**src/sv/dwta_pkg.sv**
```systemverilog
package dwta_pkg;

  // Filter geometry.
  localparam int unsigned TAP_COUNT    = 9;
  localparam int unsigned WIN_DEPTH    = TAP_COUNT + 1;
  localparam int unsigned SAMPLE_W     = 16;
  localparam int unsigned TAP_W        = 18;
  localparam int unsigned TAPS_PER_REG = 3;
  localparam int unsigned TAP_REGS     = 3;
  localparam int unsigned TAP_REG_W    = TAPS_PER_REG * TAP_W;
  localparam int unsigned BANK_REGS    = 2 * TAP_REGS;

  // Arithmetic widths.
  localparam int unsigned FRAC_BITS = 16;
  localparam int unsigned PROD_W    = SAMPLE_W + TAP_W;
  localparam int unsigned ACC_W     = PROD_W + $clog2(WIN_DEPTH);
  localparam int unsigned Q_W       = ACC_W - FRAC_BITS;
  localparam int unsigned OUT_W     = 20;
  localparam int unsigned HALF      = WIN_DEPTH / 2;

  // Fill counter.
  localparam int unsigned CNT_W = $clog2(WIN_DEPTH + 1);

  // Configuration port.
  localparam int unsigned CFG_IDX_W  = 3;
  localparam int unsigned CFG_DATA_W = TAP_REG_W;

  typedef enum logic [CFG_IDX_W-1:0] {
    REG_LOW_FIRST   = 3'd0,
    REG_LOW_MIDDLE  = 3'd1,
    REG_LOW_LAST    = 3'd2,
    REG_HIGH_FIRST  = 3'd3,
    REG_HIGH_MIDDLE = 3'd4,
    REG_HIGH_LAST   = 3'd5,
    REG_LOW_OFFSET  = 3'd6,
    REG_HIGH_OFFSET = 3'd7
  } cfg_reg_e;

  typedef logic signed [SAMPLE_W-1:0] sample_t;
  typedef logic signed [TAP_W-1:0]    tap_t;
  typedef logic signed [PROD_W-1:0]   prod_t;
  typedef logic signed [OUT_W-1:0]    coef_t;

  // Controls from the sequencer to every cell.
  typedef struct packed {
    logic shift;  // a sample transaction was accepted
    logic load;   // that sample completes a pair: capture products
  } cell_ctrl_t;

  // Controls from the sequencer to each reduction unit.
  typedef struct packed {
    logic s2_load;
    logic s3_load;
  } reduce_ctrl_t;

endpackage

```
**src/sv/dwta_cell.sv**
```systemverilog
// One window slot: holds a sample, passes it to the older neighbor on every
// accepted transaction and forms both channel products for its slot.
module dwta_cell import dwta_pkg::*; (
  input  logic       clk_i,
  input  logic       rst_ni,
  input  cell_ctrl_t ctrl_i,
  input  sample_t    sample_i,
  input  tap_t       low_tap_i,
  input  tap_t       high_tap_i,
  output sample_t    sample_o,
  output prod_t      low_prod_o,
  output prod_t      high_prod_o
);

  sample_t sample_q;
  prod_t   low_prod_q, high_prod_q;
  prod_t   low_prod_d, high_prod_d;

  // The product uses the sample that enters this slot, so it matches the
  // window after the shift.
  assign low_prod_d  = sample_i * low_tap_i;
  assign high_prod_d = sample_i * high_tap_i;

  always_ff @(posedge clk_i or negedge rst_ni) begin
    if (!rst_ni) begin
      sample_q <= '0;
    end else if (ctrl_i.shift) begin
      sample_q <= sample_i;
    end
  end

  always_ff @(posedge clk_i) begin
    if (ctrl_i.load) begin
      low_prod_q  <= low_prod_d;
      high_prod_q <= high_prod_d;
    end
  end

  assign sample_o    = sample_q;
  assign low_prod_o  = low_prod_q;
  assign high_prod_o = high_prod_q;

endmodule

```
**config.mk**
```make
export PLATFORM = sky130hd
export DESIGN_NAME = dwta_cell
export DESIGN_NICKNAME = d
export VERILOG_FILES = /design/src/sv/dwta_pkg.sv /design/src/sv/dwta_cell.sv
export SDC_FILE = /design/constraint.sdc
export NUM_CORES = 2
export LEC_CHECK = 0
export BUFFER_PORTS_ARGS = -buffer_cell sky130_fd_sc_hd__buf_4
export CAP_MARGIN = 20
export CORE_MARGIN = 4
export CORE_UTILIZATION = 55
export DETAILED_ROUTE_END_ITERATION = 16
export HOLD_SLACK_MARGIN = 0.03
export PLACE_DENSITY = 0.81
export RECOVER_POWER = 50
export SKIP_CTS_REPAIR_TIMING = 1
export SLEW_MARGIN = 20
export SYNTH_ARGS = -nofsm -noshare
export SYNTH_HDL_FRONTEND = slang
export SYNTH_SLANG_ARGS = --single-unit
```
**constraint.sdc**
```tcl
create_clock -name clk_i -period 0.84 [get_ports clk_i]
set_clock_uncertainty 0.05 [all_clocks]
set_input_delay 0.042 -clock clk_i [delete_from_list [all_inputs] [get_ports clk_i]]
set_output_delay 0.042 -clock clk_i [all_outputs]
set_load 0.02 [all_outputs]
```
* After elaboration in Yosys (flattened, before gate mapping)
Index checks and enable logic that the tools add are counted.
** Operators by class
- Multiply operators :: 2
** Operator list (count)
- multiplier 16 x 18 -> 34 bit :: 2
** Storage, ports and cells
- Output and inout bits :: 84
- Register bits :: 84

* Longest topological paths before layout
- Word-level depth :: 1
- Depth in mapped cells :: 25

* Worst setup path after synthesis
No wires, ideal clock.
- Path type :: input port to flip-flop
- Start :: input port sample_i[1]
- End :: register high_prod_q[33], in the netlist high_prod_o[33], data pin
- Data arrival time :: 5689 ps
- Path buffers :: 2
- Data required time :: 531 ps
- Path slack :: -5158 ps
- Stages on the path :: 20
- Setup time :: 259 ps
- Cells stage by stage :: clkbuf_1 clkbuf_1 nand2_1 inv_1 fa_1 fa_1 fa_1 fa_1 fa_1 inv_1 fa_1 inv_1 ha_1 a41oi_1 o21ai_0 or4_1 o2111ai_1 o21ai_1 a21oi_1 xnor2_1
** On the way
- Longest elaborated chain between the ends :: 1
** Ends and longest elaborated chain
- start: declaration :: line dwta_cell.sv:7 : input sample_t sample_i,
- multiplier 16 x 18 -> 34 bit :: line dwta_cell.sv:22 : assign high_prod_d = sample_i * high_tap_i;
- named net high_prod_d[33] :: line dwta_cell.sv:17 : prod_t low_prod_d, high_prod_d;
- end signal: assignment :: line dwta_cell.sv:35 : high_prod_q <= high_prod_d;
- end: declaration :: line dwta_cell.sv:16 : prod_t low_prod_q, high_prod_q;
The timed path passes the listed nets, and every way through them passes these cells.
A chain may end at the register's enable or synchronous reset.

* Final worst setup path
- Start :: input port sample_i[6]
- End :: register high_prod_q[32], in the netlist high_prod_o[32], data pin
Same word-level chain as after synthesis.

==> key figures <==
Floorplanning
  • I/O pins: between 100 and 150
  • Die H: around 220 microns
  • Core Area: between 40000 and 50000 sq um
  • Die footprint: about 47000 sq um
  • Die width: roughly 220 microns
  • Site Rows: 76
  • Starting Density: 0.559

Clocking
  • CTS tree: yes
  • Cts bufs inserted: 9
  • Clock Path Buffers: 2
  • H-tree Lvls: 3
  • Clock sink total: 84
  • Worst skew pair latency: approximately 0.40 ns
  • Root Buffer Master: clkbuf_16
  • CTS clk-pin slew, worst paths: ~0.08 ns

Logic synthesis
  • Post-synth ARST share: 0.190
  • Mapped Cells: roughly 2.5k
  • Avg Cell Area, Syn: approximately 9.7 sq um
  • Number of synthesized flops with an enable pin: 68
  • Sequential area share after synthesis: 0.101
  • Synthesis-stage register bit count: 84
  • Syn nets: ~3.3k
  • Synth Cell Area: 24200 sq um
  • Main flop type after synthesis: edfxtp_1
  • Distinct cells, synth: between 50 and 60
  • Syn. warnings: 0

Finish
  • Design Area, Final: between 30000 and 40000 sq um
  • Fill cell count: approximately 2.8k
  • Commonest non-fill, non-tap cell in the layout: inv_1
  • Final #Nets: roughly 3.8k
  • Layout area overhead: 31.4%
  • Most frequent cells in the layout: inv_1, fa_1, buf_4
  • Multi-input logic area: ~21000 sq um
  • Storage element area: approximately 2500 sq um
  • Layout cells sized above 1: 0.316

Detailed routing
  • Detailed Route Iter0 Violations: 1452
  • Via count: ~19k
  • Pre-Repair DR Iteration Count: 6
  • Drc violations: 0
  • Routed Antenna Nets: 0
  • Final WL: between 60000 and 70000 microns
  • Wire length per cell: roughly 19 microns
  • Vias per cell: around 5.4

Timing
  • Final Hold Viols: 0
  • Worst-Margin Slew: 0.541 ns
  • Relative slew slack: 0.639
  • Crit path time final: approximately 5.4 ns
  • RSZ-0062 raised after global routing: true
  • Period utilization: 6.47
  • FMAX: about 180 MHz
  • Final Slew Violations: 0
  • # setup viols final: ~150
  • Fin worst setup slack: -4.60 ns

Worst setup path
  • Critical path class: in -> reg
  • Crit path top cell by count: fa_1
  • Reg-to-reg setup timing slack: -0.01 ns
  • Startpoint types: input pin
  • Critical Path RT: about 0.94 ns
  • Max stage delay cell, worst path: fa_1
  • Endpoint of the most critical register-to-register path: sample_o[0]
  • Worst reg2reg path startpoint: sample_o[0]
  • CP Capture Type: flop
  • Crit-path leading delay family: adder cells
  • Worst reg2reg path depth: 1
  • Crit-path max cell delay: around 0.54 ns
  • Crit path cell chain: buf_16, buf_12, and2_4, fa_1, inv_1, fa_2, inv_2, fa_1, fa_2, fa_1, inv_2, fa_1, inv_2, ha_4, nand2_2, o21ai_2, o31a_1, o21ai_4, o41ai_4, a311o_1, a31oi_1, o21bai_1, xor2_1
  • CP Data Arrival Time: ~5.5 ns
  • CP Buf/Inv Count: 6
  • CP Max Fanout: 7

Run status
  • Violated checks: negative setup slack
  • Status: finished with violations

Place
  • Port Buf Inserts: between 100 and 150
  • Placed instance area: ~30000 sq um
  • Placer Congestion: 0.904
  • Post-DP HPWL: a little over 50000 microns

GRT
  • GRT overflow: 0
  • Number of antenna violations at the first check in global routing: 1
  • Largest net degree at the start of global routing: 34
  • Global-route wire length before repair: slightly above 100000 microns
  • Vias in the first global route: ~22k
  • GRT Util Overall: 0.270

Hold path
  • Hold WC Path Type: in -> async

Flow run
  • Max Cap Viol: 0
==> worst max path at each step <==
| stage | end | from | cells after the start | slack, ns |
|---|---|---|---|---|
| after floorplan | high_prod_o[32] | sample_i[12] | 21 | -4.68 |
| after detailed placement | low_prod_o[31] | sample_i[4] | 24 | -5.15 |
| after global placement | low_prod_o[33] | sample_i[4] | 24 | -4.95 |
| final | high_prod_o[32] | sample_i[6] | 23 | -4.60 |
| after CTS | low_prod_o[31] | sample_i[4] | 24 | -4.73 |
| after global routing | low_prod_o[33] | sample_i[6] | 22 | -4.81 |
==> per-stage QoR <==
stage | TNS [ns] | util | hold WS, ns | instances | setup WS [ns]
2_1_floorplan | -230.74 | - | -0.304 | 2498 | -4.68
3_3_place_gp | -259.28 | 0.683 | -0.113 | 3463 | -4.95
3_5_place_dp | -265.23 | 0.683 | -0.107 | 3463 | -5.15
4_1_cts | -254.95 | 0.690 | -0.557 | 3479 | -4.73
5_1_grt | -258.63 | 0.735 | 0.0621 | 3535 | -4.81
6_report | -248.84 | 0.735 | 0.0240 | 3535 | -4.60
==> logic make-up after synthesis <==
logic type                 count (synthesis)  synth area share
xor gates and xnor gates                  72            0.0261
AOI/OAI and AO/OA                        153            0.0427
DFF                                       84             0.101
and+or+nand+nor                          684             0.140
muxes                                     16           0.00745
adders and majority gates                752             0.569
buffers and inverters                    737             0.114
==> registers in the layout, summed over array words and instances, names as in the netlist <==
register and count:
high_prod_o 34, low_prod_o 34, sample_o 16
==> layer usage <==
| layer | global-route usage | part of all wire | vias to the layer above |
|---|---|---|---|
| met5 | 0 | 0 | - |
| met4 | 0.103 | 0.038 | 0 |
| met3 | 0.0467 | 0.075 | 188 |
| met2 | 0.480 | 0.53 | 733 |
| met1 | 0.329 | 0.36 | 9803 |
| li1 | - | - | 8201 |
==> cell type report <==
class                   count  area share
multi-input cells        1677       0.659
repair buffers            534       0.157
flip-flops and latches     84      0.0775
inverters                 638      0.0753
well taps                 585      0.0230
clock buffers               9     0.00709
clock inverters             7     0.00138
diodes                      1   0.0000787
==> cell usage after synthesis (all sizes together), types with 4 or more instances <==
| cell | number | share of area |
|---|---|---|
| nand4 | 4 | 0.0010 |
| nand2b | 17 | 0.0044 |
| o2111ai | 4 | 0.0017 |
| a21o | 20 | 0.0062 |
| and2 | 274 | 0.071 |
| ha | 172 | 0.089 |
| o21bai | 9 | 0.0028 |
| inv | 638 | 0.099 |
| fa | 580 | 0.48 |
| nor3 | 8 | 0.0017 |
| edfxtp | 68 | 0.084 |
| o211ai | 5 | 0.0016 |
| mux2 | 16 | 0.0074 |
| o21ai | 23 | 0.0049 |
| nand2 | 293 | 0.045 |
| nand3 | 9 | 0.0019 |
| xor2 | 17 | 0.0062 |
| clkbuf | 96 | 0.015 |
| o21a | 9 | 0.0028 |
| nor2 | 63 | 0.0098 |
| a21oi | 51 | 0.011 |
| xnor2 | 55 | 0.020 |
| dfrtp | 16 | 0.017 |
Power is left out: the tool's default activity adds up to more than one toggle a clock period on the data nets, which glitch-free logic cannot reach.
