==> config.mk <==
export PLATFORM = sky130hd
export DESIGN_NAME = dwta_reduce
export DESIGN_NICKNAME = d
export VERILOG_FILES = /design/src/sv/dwta_pkg.sv /design/src/sv/dwta_reduce.sv
export SDC_FILE = /design/constraint.sdc
export NUM_CORES = 1
export LEC_CHECK = 0
export ABC_AREA = 1
export BUFFER_PORTS_ARGS = -buffer_cell sky130_fd_sc_hd__buf_4
export CAP_MARGIN = 10
export CORE_MARGIN = 1
export CORE_UTILIZATION = 50
export CTS_BUF_LIST = sky130_fd_sc_hd__clkbuf_4 sky130_fd_sc_hd__clkbuf_8 sky130_fd_sc_hd__clkbuf_16
export DETAILED_ROUTE_END_ITERATION = 10
export PLACE_DENSITY = 0.73
export SETUP_SLACK_MARGIN = 0.05
export SYNTH_ARGS = -nofsm -noshare
export SYNTH_HDL_FRONTEND = slang
export SYNTH_SLANG_ARGS = --single-unit
==> constraint.sdc <==
create_clock -name clk_i -period 4.8 [get_ports clk_i]
set_input_delay 0.24 -clock clk_i [delete_from_list [all_inputs] [get_ports clk_i]]
set_output_delay 0.24 -clock clk_i [all_outputs]
set_load 0.01 [all_outputs]
==> src/sv/dwta_pkg.sv <==
package dwta_pkg;

  // Filter geometry.
  localparam int unsigned TAP_COUNT    = 9;
  localparam int unsigned WIN_DEPTH    = TAP_COUNT + 1;
  localparam int unsigned SAMPLE_W     = 16;
  localparam int unsigned TAP_W        = 18;
  localparam int unsigned TAPS_PER_REG = 3;
  localparam int unsigned TAP_REGS     = 3;
  localparam int unsigned TAP_REG_W    = TAPS_PER_REG * TAP_W;
  localparam int unsigned BANK_REGS    = 2 * TAP_REGS;

  // Arithmetic widths.
  localparam int unsigned FRAC_BITS = 16;
  localparam int unsigned PROD_W    = SAMPLE_W + TAP_W;
  localparam int unsigned ACC_W     = PROD_W + $clog2(WIN_DEPTH);
  localparam int unsigned Q_W       = ACC_W - FRAC_BITS;
  localparam int unsigned OUT_W     = 20;
  localparam int unsigned HALF      = WIN_DEPTH / 2;

  // Fill counter.
  localparam int unsigned CNT_W = $clog2(WIN_DEPTH + 1);

  // Configuration port.
  localparam int unsigned CFG_IDX_W  = 3;
  localparam int unsigned CFG_DATA_W = TAP_REG_W;

  typedef enum logic [CFG_IDX_W-1:0] {
    REG_LOW_FIRST   = 3'd0,
    REG_LOW_MIDDLE  = 3'd1,
    REG_LOW_LAST    = 3'd2,
    REG_HIGH_FIRST  = 3'd3,
    REG_HIGH_MIDDLE = 3'd4,
    REG_HIGH_LAST   = 3'd5,
    REG_LOW_OFFSET  = 3'd6,
    REG_HIGH_OFFSET = 3'd7
  } cfg_reg_e;

  typedef logic signed [SAMPLE_W-1:0] sample_t;
  typedef logic signed [TAP_W-1:0]    tap_t;
  typedef logic signed [PROD_W-1:0]   prod_t;
  typedef logic signed [OUT_W-1:0]    coef_t;

  // Controls from the sequencer to every cell.
  typedef struct packed {
    logic shift;  // a sample transaction was accepted
    logic load;   // that sample completes a pair: capture products
  } cell_ctrl_t;

  // Controls from the sequencer to each reduction unit.
  typedef struct packed {
    logic s2_load;
    logic s3_load;
  } reduce_ctrl_t;

endpackage

==> src/sv/dwta_reduce.sv <==
// Sums the cell products of one channel in two registered steps, then
// rounds half up, drops the fraction and saturates.
module dwta_reduce import dwta_pkg::*; (
  input  logic         clk_i,
  input  reduce_ctrl_t ctrl_i,
  input  prod_t        prod_i [WIN_DEPTH],
  output coef_t        coef_o
);

  localparam logic signed [ACC_W-1:0] ROUND = ACC_W'(1) <<< (FRAC_BITS - 1);
  localparam logic signed [Q_W-1:0] QMAX =
    {{(Q_W - OUT_W + 1){1'b0}}, {(OUT_W - 1){1'b1}}};
  localparam logic signed [Q_W-1:0] QMIN =
    {{(Q_W - OUT_W + 1){1'b1}}, {(OUT_W - 1){1'b0}}};

  logic signed [ACC_W-1:0] part_d [2];
  logic signed [ACC_W-1:0] part_q [2];
  logic signed [ACC_W-1:0] acc;
  logic signed [Q_W-1:0]   quot;
  coef_t                   coef_d, coef_q;

  always_comb begin
    part_d[0] = '0;
    part_d[1] = '0;
    for (int unsigned k = 0; k < WIN_DEPTH; k++) begin
      if (k < HALF) begin
        part_d[0] = part_d[0] + ACC_W'(prod_i[k]);
      end else begin
        part_d[1] = part_d[1] + ACC_W'(prod_i[k]);
      end
    end
  end

  always_comb begin
    acc  = part_q[0] + part_q[1] + ROUND;
    quot = acc[ACC_W-1:FRAC_BITS];
    if (quot > QMAX) begin
      coef_d = QMAX[OUT_W-1:0];
    end else if (quot < QMIN) begin
      coef_d = QMIN[OUT_W-1:0];
    end else begin
      coef_d = quot[OUT_W-1:0];
    end
  end

  always_ff @(posedge clk_i) begin
    if (ctrl_i.s2_load) begin
      part_q[0] <= part_d[0];
      part_q[1] <= part_d[1];
    end
    if (ctrl_i.s3_load) begin
      coef_q <= coef_d;
    end
  end

  assign coef_o = coef_q;

endmodule

After elaboration in Yosys (flattened, before gate mapping)

Memories as Yosys holds them, arrays and structs flattened.
Cells that the tools add are included.

Bits in registers: 20
Bits of input ports: 343
Bits in latches: 0
Output and inout port bits: 20
Memories kept: 1
Bits in read-only memories: 0
RAM bits: 76
Word-level logic and storage cells: 17

Memories:

| memory | depth | bits a word | rd ports | clocked after Yosys merged registers in | write ports | RTL line          | source |
|---|---|---|---|---|---|---|---|
| part_q | 2     | 38          | 2        | 0                                       | 2           | dwta_reduce.sv:17 | `logic signed [ACC_W-1:0] part_q [2];` |

Equal/unequal tests: 0
$mul: 0
Order comparisons: 2
Bitwise operators: 0
Div/mod/pow operators: 0
Muxes and demuxes: 3
Add/sub/neg operators: 10
Shift-type cells: 0
Reductions and logical operators: 0

Operators with widths:

| operator                                             | count |
|---|---|
| adder 37 x 34 -> 38 bit                              | 2 |
| adder 36 x 34 -> 37 bit                              | 2 |
| adder 35 x 34 -> 36 bit                              | 2 |
| adder 34 x 34 -> 35 bit                              | 2 |
| adder 38 x 17 -> 38 bit, second input constant       | 1 |
| adder 38 bit                                         | 1 |
| > comparator 22 x 20 -> 1 bit, second input constant | 1 |
| < comparator 22 x 20 -> 1 bit, second input constant | 1 |
| two-way mux 20 bit                                   | 1 |
| two-way mux 1 bit                                    | 2 |

Depth between registers and ports, before layout

Word-level depth: 4
Gate-level depth with buffers: 19
Gate-level depth less buffers: 19

Worst setup path after synthesis

OpenSTA, ideal clock, no wires.

Kind: input-to-reg
Start: input port prod_i[171] (netlist bit)
End: memory part_q[0][29] (netlist bit) (data pin)
Arrival time: 3.492 ns
Setup time: 0.252 ns
Buffers on the path: 0
Path slack: 1.056 ns
Stages on the path: 15
Required time: 4.548 ns
Cells stage by stage: fa_1 -> fa_1 -> fa_1 -> ha_1 -> inv_1 -> fa_1 -> inv_1 -> nand3_1 -> nand2_1 -> a21oi_1 -> o21ai_0 -> a21oi_1 -> nand3b_1 -> nand3_1 -> nand2_1

RTL lines:

| element         | RTL line          | source |
|---|---|---|
| start, declared | dwta_reduce.sv:6  | `input prod_t prod_i [WIN_DEPTH],` |
| end, declared   | dwta_reduce.sv:17 |  |

==> impl.org <==
** Placement
- HPWL reported at the end of detailed placement :: 43200 µm
- OpenSTA, run right after detailed placement, puts the worst setup slack at 0.364 ns.
- The placed instances occupy a cell area of 0.0203 mm².
- Quantity of I/O buffers inserted on ports :: 362
- Gpl congestion :: 0.940
- Cell total after placement :: 3131

** Clock tree
- Root Buffer Master :: clkbuf_16
- The clock drives 96 sinks.
- The longest clock path from root to sink contains 2 buffers.
- Number of buffers created by CTS :: 9
- After clock tree synthesis, the flow added hold-fix buffers numbering 0.
- The clock tree synthesis step divided the H-tree into 3 levels.
- TritonCTS built the clock tree.
- The later pin in the worst-skew pair is clocked with a latency of 0.37 ns.
- Number of gates resized after cts :: 0
- After clock tree synthesis, the setup repair step added 0 buffers.
- After clock tree synthesis, the clock-pin slew on the worst setup and hold paths is 0.08 ns.

** Critical path
- Data on the critical path is required at its endpoint by 4.93 ns.
- Cell breakdown of the critical path :: buf_4 -> fa_1 -> fa_1 -> fa_1 -> ha_1 -> inv_1 -> fa_1 -> inv_1 -> nand3_1 -> nand2_1 -> a21oi_1 -> o21ai_0 -> a21oi_1 -> nand3b_1 -> nand3_1 -> nand2_1
- The most numerous cell type found on the critical path is fa_1.
- Slowest CP cell :: fa_1
- CP bufs+invs :: 3
- Biggest cell delay along the critical path :: 0.54 ns
- CP Max Fanout :: 4
- Worst Setup End Kind :: flip-flop
- Tracing the worst setup path back leads to its startpoint at prod_i[171].
- R2R Path End :: coef_o[8]$_SDFFCE_PN1P_
- Setup slack on the worst reg-to-reg path comes out at 1.90 ns.
- For the worst flop-to-flop path, the logic depth is 11.
- Path type of the worst setup path :: in -> reg
- Among cell families on the critical path, the largest total delay comes from adder cells.
- CP arrival :: 4.24 ns
- STA classifies the critical path startpoint as an input pin.
- In this run the critical register-to-register path is launched from part_q[0][26]$_DFFE_PP_.

** Timing
- Counting I/O delays and the setup requirement, the final critical path takes 4.11 ns.
- Worst slew margin :: 33.8%
- Worst Clk Skew :: 0.0136 ns
- Actual transition at the worst max-transition pin :: 0.992 ns
- Derived from the worst setup path, the maximum achievable clock frequency is 0.243 GHz.
- Setup slack closes at 0.686 ns.
- RSZ-0062 raised after global routing :: false
- Number of max-slew violations in the final report :: 0
- Final total negative setup slack :: 0 ns
- Final hold violations :: 0
- The worst path uses 85.7% of the clock period.
- Final count of negative-setup-slack endpoints :: 0

** Layout
- Net count, final :: 3392
- Synthesis-to-layout area growth :: 20.8%
- Post-Layout Inst Area :: 0.0206 mm²
- The post-route netlist has 14.8% of its cells at a drive strength greater than 1.
- Number of antenna cells inserted :: 0
- Once layout is complete, the cells apart from fillers number 3147.
- Fill cell total of the finished layout :: 3110

** Die
- Rows :: 67
- Die extent in y :: 186 µm
- Starting density of the core :: 50.8%
- 363 I/O pins were placed.
- In this run the horizontal extent of the chip is 186 µm.
- Die ar. :: 0.0348 mm²
- After floorplanning, the core was sized to cover 0.0335 mm².

** Logic synthesis
- In the synthesized netlist, the number of instances is 2322.
- The synthesized design contains 96 register bits.
- The number of nets handed over by synthesis was 3020.
- The netlist uses 36 different library cells.
- Counting flops with an async set or reset pin after synthesis yields a share of 0%.
- In the post-synthesis netlist, the biggest area contributors are fa_1 24%, inv_1 18%, edfxtp_1 17%, ha_1 11%, nand2_1 8.5%.
- Most common library cells after synthesis :: 830 x inv_1, 385 x nand2_1, 208 x fa_1
- Yosys printed 0 warnings.
- Part of the Yosys area used for sequential elements :: 16.9%
- The most common cell in the synthesized netlist is inv_1.
- The share of synthesized area in the top cell type comes to 24.5%.
- For this run, the leading register cell type out of synthesis is edfxtp_1.
- Mapped Area :: 0.0170 mm²
- Counting flops with a built-in enable in the synthesized netlist gives 96.
- The synthesized design spends more area on one cell type than any other, namely fa_1.
- Average cell area after synthesis :: 7.33 µm²

** Global routing
- All-layer global routing usage :: 28.2%
- Top Usage Layer GRT :: met2
- The number of antenna violations at the first check in global routing is 0.
- Global-route congestion overflow total :: 0
- Global routing used 2.93% of the available met3 tracks.
- The via count of the first global-routing pass was 15600.
- For this run, global-route usage on met1 was measured as 37.0%.
- Routing usage on met2 :: 50.8%
- Largest net degree at the start of global routing :: 77
- Wire length of the first global-routing pass :: 77900 µm

** Detailed routing
- Total number of vias :: 15200
- Number of violations reported at the end of detailed-routing iteration 0 :: 888
- 1st-pass router iterations :: 7
- After detailed routing, the number of vias per cell comes to 4.83.
- Average wire length per cell after detail routing :: 15.0 µm
- Residual DRC count :: 0
- The detail route stage leaves a number of antenna-violating nets equal to 0.
- After detailed routing, the total wire length is 47300 µm.

** Outcome
- The flow ran to the end, and the final reports show no timing, DRC or antenna violations.

** Hold path
- The worst hold path belongs to the class in -> reg.
- Number of instances on the worst hold path :: 2
- Hold-critical path endpoint :: part_q[0][0]$_DFFE_PP_
- The startpoint identified for the worst hold timing path is prod_i[306].

** Pwr
- Power spread over the standard cell area amounts to 683 mW/mm².
- IR drop worst, VDD :: 0.505 mV
- For this design the static power due to leakage is 11.7 nW.

** Job
- Max-cap violations :: 0
-- worst max path at each step --
stage,cells past startpoint,to,slack (ns)
after floorplan,15,part_q[0][29]$_DFFE_PP_,1.06
after global placement,15,part_q[0][17]$_DFFE_PP_,0.39
after detailed placement,15,part_q[0][17]$_DFFE_PP_,0.36
after CTS,15,part_q[0][17]$_DFFE_PP_,0.71
after global routing,16,part_q[0][29]$_DFFE_PP_,0.37
final,16,part_q[0][29]$_DFFE_PP_,0.69
-- cell families after synthesis --
| family | count (synthesis) | synth area share [%] |
|---|---|---|
| AOI/OAI and AO/OA | 282 | 9.20 |
| xor gates and xnor gates | 67 | 3.45 |
| adders and majority gates | 355 | 35.3 |
| buffers and inverters | 833 | 18.5 |
| DFF | 96 | 16.9 |
| and+or+nand+nor | 689 | 16.7 |
-- area by class of cell --
| type | count | area [µm²] | share of cell area (%) |
|---|---|---|---|
| clock buffer | 10 | 233 | 1.13 |
| multi-input combinational | 1393 | 11000 | 53.4 |
| timing repair buffer | 363 | 2730 | 13.2 |
| clock inverter | 6 | 56.3 | 0.274 |
| tap | 448 | 561 | 2.73 |
| inverter | 831 | 3120 | 15.2 |
| sequential | 96 | 2880 | 14.0 |
-- routing by layer --
metal	share of wire [%]	routed length, µm	vias to the layer above
met5	0	0	-
met3	5.2	2470	34
li1	-	-	7614
met2	50	23500	446
met1	44	20700	7108
met4	1.4	645	0
-- placed cells by master (no fill, tap or decap), types with 11 or more instances in the layout --
master | synthesis | layout
a31oi_1 | 11 | 11
nand2_1 | 385 | 385
ha_1 | 147 | 147
inv_1 | 830 | 830
xor2_1 | 40 | 40
nand3_1 | 53 | 53
o21bai_1 | 18 | 18
nand4_1 | 18 | 18
nor3_1 | 15 | 15
a21oi_1 | 142 | 142
nor2_1 | 183 | 183
buf_4 | 0 | 363
xnor2_1 | 27 | 27
fa_1 | 208 | 208
edfxtp_1 | 96 | 96
o21ai_0 | 77 | 77
-- power breakdown --
group          internal, W  leakage [nW]  switching (W)
Clock             0.000370         0.141       0.000344
Sequential         0.00187         0.935       0.000219
Combinational      0.00391          10.7        0.00733
-- registers in the layout (all words and copies together), names as in the netlist --
name	cells
coef_o	20
part_q	76
-- per-stage QoR --
step	hold WS, ns	util [%]	total power [W]
final	0.197	61.3	0.0140
after global routing	0.195	61.3	0.0156
after CTS	0.193	61.3	0.0140
after detailed placement	0.563	60.5	0.0132
after global placement	0.554	60.5	0.0131
after floorplan	0.352	-	0.00992
(Power assumes the default switching activity.)
